$ cat config.mk
export PLATFORM = sky130hd
export DESIGN_NAME = integer_alu_add_sub_mul_div_pow
export DESIGN_NICKNAME = d
export VERILOG_FILES = /design/src/hdl/ialu_pkg.sv /design/src/hdl/integer_alu_add_sub_mul_div_pow.sv
export SDC_FILE = /design/constraint.sdc
export NUM_CORES = 1
export LEC_CHECK = 0
export BUFFER_PORTS_ARGS = -buffer_cell sky130_fd_sc_hd__buf_2
export CORE_ASPECT_RATIO = 0.5
export CORE_MARGIN = 3
export CORE_UTILIZATION = 45
export DETAILED_ROUTE_END_ITERATION = 7
export GPL_ROUTABILITY_DRIVEN = 0
export PLACE_DENSITY = 0.7
export SYNTH_ARGS = -nofsm -noshare
export SYNTH_HDL_FRONTEND = slang
export SYNTH_SLANG_ARGS = --single-unit
$ cat constraint.sdc
create_clock -name clk -period 7.1 [get_ports clk]
set_input_delay 1.42 -clock clk [delete_from_list [all_inputs] [get_ports clk]]
set_output_delay 1.42 -clock clk [all_outputs]
set_load 0.1 [all_outputs]
$ cat src/hdl/ialu_pkg.sv
// Package for the integer ALU: operation codes, field widths and the
// transfer structs of both channels. No dependencies.
`timescale 1ns / 1ps

package ialu_pkg;

  localparam int FIELD_W       = 32;
  localparam int DEFAULT_WIDTH = 32;

  localparam logic [2:0] OP_ADD = 3'd0;
  localparam logic [2:0] OP_SUB = 3'd1;
  localparam logic [2:0] OP_MUL = 3'd2;
  localparam logic [2:0] OP_DIV = 3'd3;
  localparam logic [2:0] OP_POW = 3'd4;

  typedef struct packed {
    logic [2:0]                 op;
    logic signed [FIELD_W-1:0]  operand_a;
    logic signed [FIELD_W-1:0]  operand_b;
  } alu_in_t;

  typedef struct packed {
    logic signed [FIELD_W-1:0]  result;
    logic                       error;
  } alu_out_t;

endpackage

$ cat src/hdl/integer_alu_add_sub_mul_div_pow.sv
// Integer ALU top level: add, subtract, multiply, divide and power on one
// shared add/subtract unit under a small sequencer. Depends on ialu_pkg.
`timescale 1ns / 1ps
//
//  channel  | signals                    | carries
//  ---------+----------------------------+----------------------------
//  in       | in_valid, in_stall, in_data| op, operand_a, operand_b
//  out      | out_valid, out_stall, out_data | result, error
//
//  Multiply: one multiplier bit per cycle through the shared adder. Divide: one
//  quotient bit per cycle. Power: square and multiply, each product a serial
//  multiply on the same adder.
//  Synchronous reset clears the sequencer and the output valid.
//  in_stall stays high from a transfer until the result moves to the output
//  register; a stalled output does not block the next input transfer.

module integer_alu_add_sub_mul_div_pow
  import ialu_pkg::*;
#(
  parameter int WIDTH = DEFAULT_WIDTH
) (
  input  logic     clk,
  input  logic     rst,
  input  logic     in_valid,
  output logic     in_stall,
  input  alu_in_t  in_data,
  output logic     out_valid,
  input  logic     out_stall,
  output alu_out_t out_data
);

  localparam int CW = $clog2(WIDTH + 1);

  typedef enum logic [8:0] {
    ST_IDLE = 9'b000000001,
    ST_DISP = 9'b000000010,
    ST_NEGA = 9'b000000100,
    ST_NEGB = 9'b000001000,
    ST_DIV  = 9'b000010000,
    ST_FIX  = 9'b000100000,
    ST_MUL  = 9'b001000000,
    ST_POW  = 9'b010000000,
    ST_OUT  = 9'b100000000
  } state_t;

  state_t           state;
  logic [2:0]       opr;
  logic [WIDTH-1:0] mc, mp, acc, sq, pw, e, res;
  logic             err, neg, ph;
  logic [CW-1:0]    cnt;

  logic [WIDTH-1:0] u_a, u_b, u_sum;
  logic             u_sub, u_co;
  logic [WIDTH-1:0] rem_shift;
  logic signed [63:0] a64, b64, r64;
  logic             out_load;

  function automatic logic [WIDTH-1:0] ext(input logic signed [63:0] v);
    return v[WIDTH-1:0];
  endfunction

  assign a64       = 64'($signed(in_data.operand_a));
  assign b64       = 64'($signed(in_data.operand_b));
  assign r64       = 64'($signed(res));
  assign rem_shift = {acc[WIDTH-2:0], mc[WIDTH-1]};
  assign in_stall  = (state != ST_IDLE);
  assign out_load  = (state == ST_OUT) && (!out_valid || !out_stall);

  always_comb begin
    u_a   = '0;
    u_b   = '0;
    u_sub = 1'b0;
    case (state)
      ST_DISP: begin
        u_a   = mc;
        u_b   = mp;
        u_sub = (opr == OP_SUB);
      end
      ST_NEGA: begin
        u_b   = mc;
        u_sub = 1'b1;
      end
      ST_NEGB: begin
        u_b   = mp;
        u_sub = 1'b1;
      end
      ST_DIV: begin
        u_a   = rem_shift;
        u_b   = mp;
        u_sub = 1'b1;
      end
      ST_FIX: begin
        u_b   = mc;
        u_sub = 1'b1;
      end
      ST_MUL: begin
        u_a = acc;
        u_b = mc;
      end
      default: begin
        u_sub = 1'b0;
      end
    endcase
    {u_co, u_sum} = {1'b0, u_a} + {1'b0, (u_sub ? ~u_b : u_b)} + (WIDTH + 1)'(u_sub);
  end

  always_ff @(posedge clk) begin
    if (rst) begin
      state     <= ST_IDLE;
      out_valid <= 1'b0;
    end else begin
      if (out_load) begin
        out_valid <= 1'b1;
      end else if (!out_stall) begin
        out_valid <= 1'b0;
      end

      case (state)
        ST_IDLE: begin
          if (in_valid) begin
            opr   <= in_data.op;
            mc    <= ext(a64);
            mp    <= ext(b64);
            state <= ST_DISP;
          end
        end
        ST_DISP: begin
          err <= ((opr == OP_DIV) && (mp == '0)) ||
                 ((opr == OP_POW) && (mc == '0) && (mp == '0));
          case (opr)
            OP_ADD, OP_SUB: begin
              res   <= u_sum;
              state <= ST_OUT;
            end
            OP_MUL: begin
              acc   <= '0;
              state <= ST_MUL;
            end
            OP_DIV: begin
              if (mp == '0) begin
                res   <= '0;
                state <= ST_OUT;
              end else begin
                neg   <= mc[WIDTH-1] ^ mp[WIDTH-1];
                state <= ST_NEGA;
              end
            end
            OP_POW: begin
              if (mc == '0) begin
                res   <= '0;
                state <= ST_OUT;
              end else if (mp == '0) begin
                res   <= WIDTH'(1);
                state <= ST_OUT;
              end else if (!mp[WIDTH-1]) begin
                sq    <= mc;
                e     <= mp;
                pw    <= WIDTH'(1);
                ph    <= 1'b0;
                state <= ST_POW;
              end else begin
                res   <= '0;
                state <= ST_OUT;
              end
            end
            default: begin
              res   <= '0;
              state <= ST_OUT;
            end
          endcase
        end
        ST_NEGA: begin
          if (mc[WIDTH-1]) begin
            mc <= u_sum;
          end
          state <= ST_NEGB;
        end
        ST_NEGB: begin
          if (mp[WIDTH-1]) begin
            mp <= u_sum;
          end
          acc   <= '0;
          cnt   <= CW'(WIDTH);
          state <= ST_DIV;
        end
        ST_DIV: begin
          acc <= u_co ? u_sum : rem_shift;
          mc  <= {mc[WIDTH-2:0], u_co};
          cnt <= cnt - CW'(1);
          if (cnt == CW'(1)) begin
            state <= ST_FIX;
          end
        end
        ST_FIX: begin
          res   <= neg ? u_sum : mc;
          state <= ST_OUT;
        end
        ST_MUL: begin
          if (mp == '0) begin
            if (opr == OP_MUL) begin
              res   <= acc;
              state <= ST_OUT;
            end else begin
              if (ph) begin
                sq <= acc;
                e  <= e >> 1;
                ph <= 1'b0;
              end else begin
                pw <= acc;
                ph <= 1'b1;
              end
              state <= ST_POW;
            end
          end else begin
            if (mp[0]) begin
              acc <= u_sum;
            end
            mc <= mc << 1;
            mp <= mp >> 1;
          end
        end
        ST_POW: begin
          acc <= '0;
          if (!ph && e[0]) begin
            mc    <= sq;
            mp    <= pw;
            state <= ST_MUL;
          end else if (|e[WIDTH-1:1]) begin
            mc    <= sq;
            mp    <= sq;
            ph    <= 1'b1;
            state <= ST_MUL;
          end else begin
            res   <= pw;
            state <= ST_OUT;
          end
        end
        ST_OUT: begin
          if (!out_valid || !out_stall) begin
            out_data.result <= r64[FIELD_W-1:0];
            out_data.error  <= err;
            state           <= ST_IDLE;
          end
        end
        default: begin
          state <= ST_IDLE;
        end
      endcase
    end
  end

`ifndef SYNTHESIS
  a_err_zero: assert property (@(posedge clk) disable iff (rst)
    out_valid && out_data.error |-> out_data.result == '0)
    else $error("error result with nonzero value");

  a_load_from_out: assert property (@(posedge clk) disable iff (rst)
    $rose(out_valid) |-> $past(state == ST_OUT))
    else $error("output loaded outside the output state");

  a_busy_after_xfer: assert property (@(posedge clk) disable iff (rst)
    in_valid && !in_stall |=> in_stall)
    else $error("ready again right after an input transfer");

  a_div_count: assert property (@(posedge clk) disable iff (rst)
    state == ST_DIV |-> cnt != '0)
    else $error("divide step with an empty bit count");
`endif

endmodule
; ---- Word level (Yosys, flattened, before mapping)
; Cells that the tools add are included.
[totals]
regBits = 279
output_inout_bits = 35
word_cells = 187
[classes]
addsub = 3
eq_ne = 40
mux = 81
n_bitwise = 4
reduce_logical = 41
[ops]
columns = op, count
row1 = 2-to-1 mux 32 bit, 44
row2 = one-hot mux 32 bit (4 select lines), 4
row3 = one-hot mux 32 bit (2 select lines), 4
row4 = one-hot mux 32 bit (5 select lines), 1
row5 = 2-to-1 mux 9 bit, 11
row6 = one-hot mux 32 bit (3 select lines), 1
row7 = one-hot mux 9 bit (9 select lines), 1
row8 = logical NOT 32 bit, 2
row9 = inequality test 2 bit (second input constant), 20
row10 = adder 32 x 32 -> 33 bit, 1
row11 = adder 33 x 1 -> 33 bit, 1
row12 = NOT 32 bit, 1
row13 = OR reduction 31 bit, 1
row14 = one-hot mux 9 bit (3 select lines), 1
row15 = AND reduction 9 bit, 3
row16 = AND reduction 5 bit, 3
row17 = one-hot mux 6 bit (2 select lines), 1
row18 = AND reduction 6 bit, 2
row19 = nonzero test 4 bit, 3
row20 = 2-to-1 mux 1 bit, 11
row21 = AND reduction 10 bit, 1
row22 = == test 9 x 1 -> 1 bit (second input constant), 1
row23 = == test 9 x 2 -> 1 bit (second input constant), 1
row24 = == test 9 x 3 -> 1 bit (second input constant), 1
row25 = 32 further kinds, 49

; ---- Longest topological paths before layout
[logic_depth]
word_depth = 10
depth_mapped = 21

; ---- Least setup slack after synthesis
; OpenSTA, ideal clock, no wires.
[synth_timing]
path_kind = register -> register
from = reg state[3]
to = reg acc[24], data pin
t_arrival_ns = 5.077
path_slack_ns = 1.756
path_stages_with_launch = 21
path_buffers = 4
period_less_slack_ns = 5.344
cell_sequence = dfxtp_1 clkbuf_1 nor4b_1 a211oi_1 nor2_1 a41oi_1 nor2_1 clkbuf_1 xnor2_1 fa_1 a211oi_1 o211ai_1 a21oi_1 a311oi_1 a41o_1 o211ai_1 and2_1 buf_2 buf_2 mux2i_1 o21ai_0
[synth_via]
elab_chain_cells = 10
[synth_lines]
columns = element, line_no
row1 = "start, declared", integer_alu_add_sub_mul_div_pow.sv:46  ; state_t state;
row2 = "start signal, assigned", integer_alu_add_sub_mul_div_pow.sv:109  ; state <= ST_IDLE;
row3 = "start signal, assigned", integer_alu_add_sub_mul_div_pow.sv:124  ; state <= ST_DISP;
row4 = "start signal, assigned", integer_alu_add_sub_mul_div_pow.sv:133  ; state <= ST_OUT;
row5 = == test 9 x 7 -> 1 bit (tied with other cells), "integer_alu_add_sub_mul_div_pow.sv:73, integer_alu_add_sub_mul_div_pow.sv:118"
row6 = OR reduction 3 bit (no line), --
row7 = one-hot mux 32 bit (2 select lines), integer_alu_add_sub_mul_div_pow.sv:73  ; case (state)
row8 = NOT 32 bit, integer_alu_add_sub_mul_div_pow.sv:104  ; {u_co, u_sum} = {1'b0, u_a} + {1'b0, (u_sub ? ~u_b : u_b)} + (WIDTH + 1)'(u_sub);
row9 = 2-to-1 mux 32 bit, integer_alu_add_sub_mul_div_pow.sv:104
row10 = adder 32 x 32 -> 33 bit, integer_alu_add_sub_mul_div_pow.sv:104
row11 = adder 33 x 1 -> 33 bit, integer_alu_add_sub_mul_div_pow.sv:104
row12 = 2-to-1 mux 32 bit, integer_alu_add_sub_mul_div_pow.sv:215  ; if (mp[0]) begin
row13 = 2-to-1 mux 32 bit, integer_alu_add_sub_mul_div_pow.sv:199  ; if (mp == '0) begin
row14 = one-hot mux 32 bit (4 select lines) (*), integer_alu_add_sub_mul_div_pow.sv:118  ; case (state)
row15 = "end signal, assigned", integer_alu_add_sub_mul_div_pow.sv:187  ; acc <= u_co ? u_sum : rem_shift;
row16 = "end signal, assigned", integer_alu_add_sub_mul_div_pow.sv:216  ; acc <= u_sum;
row17 = "end, declared", integer_alu_add_sub_mul_div_pow.sv:48  ; logic [WIDTH-1:0] mc, mp, acc, sq, pw, e, res;
; Every way passes the cells marked *; elsewhere a longest branch is shown, timed or not. The select of a mux whose other input is x is not followed.
; A chain may end at the register's enable or synchronous reset.

; ---- Worst setup path after layout
[layout_timing]
from = reg state[2]
to = reg acc[16], data pin
; The elaborated chain is that of the path after synthesis.

==> out/results.tsv <==
metric	value	unit
status	complete, no violations	
reg2reg_from	state[2]	
chipHeight	140	µm
drt_iter0_drc	2468	
syn_inst	1543	
async_flop_share	0	%
drt_pass1_iterations	6	
io_buffers	105	
hpwl	38000	µm
clockRootBuffer	clkbuf_16	
final_cell_mix	268 x edfxtp_1, 186 x nand2_1, 114 x nor2_1	
slowest_delay	0.67	ns
rows	48	
grt.total_usage	28.8	%
fmax	161	MHz
placed_cell_area	17300	µm²
cp.arrival	6.49	ns
setup_viol	0	
finalCriticalPeriod	6.20	ns
whs_endpoint	out_data[28]	
fin_crit_sh	87.3	%
worstPathMaxFanout	23	
rsz0062_at_grt	no	
io_pins	106	
r2r_slack	0.90	ns
drive_above_1_share	15.0	%
cap_violations	0	
routedWlPerCell	27.0	µm
die_w	274	µm
initial_utilization	46.3	%
ir_worst_vdd	0.000165	V
cts_buffers	28	
cp_top_family	compound AO/OA/AOI/OAI gates	
fin_setup_tns	0	ns
cts_tree	built	
tightest_slew	1.23	ns
grt_pass1_wl	83600	µm
min_path_type	reg2reg	
p_per_area	209	nW/µm²
crit_path_cell_trace	nor4b_1 > a211oi_1 > nor2_1 > a41oi_1 > nor2_2 > xnor2_1 > fa_1 > a211oi_1 > o211ai_1 > a21oi_1 > a311oi_1 > a41o_1 > o211ai_1 > and2_1 > buf_4 > mux2i_1 > o21ai_0	
timing.final.ws_setup	0.904	ns
ys_types	79	
switchingPower	0.000941	W
clock_path_buffers	3	
wl	56900	µm
final_common_cell	edfxtp_1	
die-area	38500	µm²
core-area	35000	µm²
synth_ff_type	edfxtp_1	
reg2regPathDepth	17	
cp_data_required_time	7.39	ns
grt_pass1_vias	13000	
holdPathStages	0	
htree_levels	1	
insertedDiodeCount	0	
report.final.slew_viol_count	0	
grt-ovfl-total	0	
hold_start	res[27]	
leakagePower	6.81	nW
crit_buf_inv	1	
clock_latency	0.57	ns
power_frac_comb	7.3	%
yosysSeqAreaShare	50.9	%
syn2layout_area_growth	12.8	%
cts_hold_buffers	0	
grt_max_degree	72	
p_total	0.00382	W
clkPwrFrac	42.4	%
power.internal	0.00288	W
final_nets	1714	
route.detailed.drc	0	
dpl_worst_slack	1.10	ns
cts_sinks	278	
swShare	24.6	%
power_frac_seq	50.4	%
end_kind	flip-flop	
skew	0.0174	ns
synthesis.area	16200	µm²
start_kind	flip-flop	
final_area	18300	µm²
antenna_found_initial	4	
vias	14200	
ys_warn_count	0	
viasPerCell	6.74	
syn_area_per_cell	10.5	µm²
cp_slowest_cell	nor2_2	
relSlewSlack	17.1	%
clk_pin_slew	0.07	ns
post-cts-setup-buffers	0	
synth-edff-count	268	
r2r-end	acc[16]	
cts_resized	0	
worstSetupPathType	reg2reg	
ys_seq_elements	278	
synth_nets	1648	
ant_nets	0	
hold_viol	0	
==> worst max path at each step <==
stage | from | end | slack, ns | cells after the start
6_report | state[2] | acc[16] | 0.90 | 17
5_1_grt | state[2] | mp[28] | 0.60 | 16
4_1_cts | state[6] | acc[16] | 1.08 | 16
3_5_place_dp | state[6] | acc[16] | 1.10 | 16
3_3_place_gp | state[6] | mp[28] | 1.26 | 14
2_1_floorplan | state[3] | acc[24] | 1.76 | 20
==> final cells by class <==
cell class | count | area [µm²]
Fill cell | 3061 | 16700
Sequential cell | 278 | 8250
Multi-Input combinational cell | 1145 | 7600
Timing Repair Buffer | 141 | 796
Clock buffer | 30 | 729
Tap cell | 475 | 594
Clock inverter | 22 | 262
Inverter | 15 | 56.3
==> power groups by stage <==
stage	clock network (W)	registers [W]	logic (W)
after floorplan	0	0.00192	0.000171
after global placement	0	0.00196	0.000263
after detailed placement	0	0.00196	0.000268
after CTS	0.00163	0.00192	0.000270
after global routing	0.00170	0.00193	0.000298
final	0.00162	0.00193	0.000277
==> metrics by stage <==
| step | utilization, % | hold WS (ns) | std cells |
|---|---|---|---|
| detailed placement | 49.4 | 0.405 | 2054 |
| global route | 52.2 | 0.428 | 2106 |
| CTS | 52.2 | 0.420 | 2106 |
| global placement | 49.4 | 0.402 | 2054 |
| finish | 52.2 | 0.419 | 2106 |
| floorplan | - | 0.400 | 1543 |
==> Yosys cell counts, types with 11 or more instances <==
cell	n	area (µm²)
xnor2_1	45	394
a221o_1	40	400
nand4_1	11	68.8
clkbuf_1	86	323
xor2_1	16	140
nand3_1	21	105
a21oi_1	104	521
o21ai_0	86	430
mux2i_1	57	571
inv_1	14	52.6
buf_1	11	41.3
a222oi_1	24	240
a22oi_1	48	360
nor2_1	118	443
nor3_1	14	70.1
nor4_1	31	194
and2_1	41	257
edfxtp_1	268	8050
a21o_1	58	435
a31oi_1	25	156
ha_1	33	413
nand2_1	187	702
mux2_2	17	191
a221oi_1	30	263
==> registers in the layout, indices dropped and copies added (netlist names), 3 cells and up <==
name      count
sq           32
mc           32
state         9
res          32
acc          32
cnt           6
mp           32
opr           3
out_data     33
e            31
pw           32
==> logic make-up (layout without fill, tap and decap cells) <==
| kind of cell | after synthesis | in the layout | synth area share [%] |
|---|---|---|---|
| fa+ha+maj | 34 | 34 | 2.67 |
| buf+inv | 120 | 208 | 2.84 |
| simple gates | 480 | 480 | 14.1 |
| xor+xnor | 61 | 61 | 3.29 |
| flops | 278 | 278 | 50.9 |
| compound gates | 496 | 496 | 21.6 |
| mux | 74 | 74 | 4.70 |
==> metal layers <==
layer	track usage (%)	vias to the layer above	routed length, µm
met5	0	-	13
met4	9.96	2	2180
met3	11.6	162	9830
met2	38.9	1160	22500
met1	41.6	6717	22300
li1	-	6149	-
Note: power is estimated with default switching activity, not from simulation.
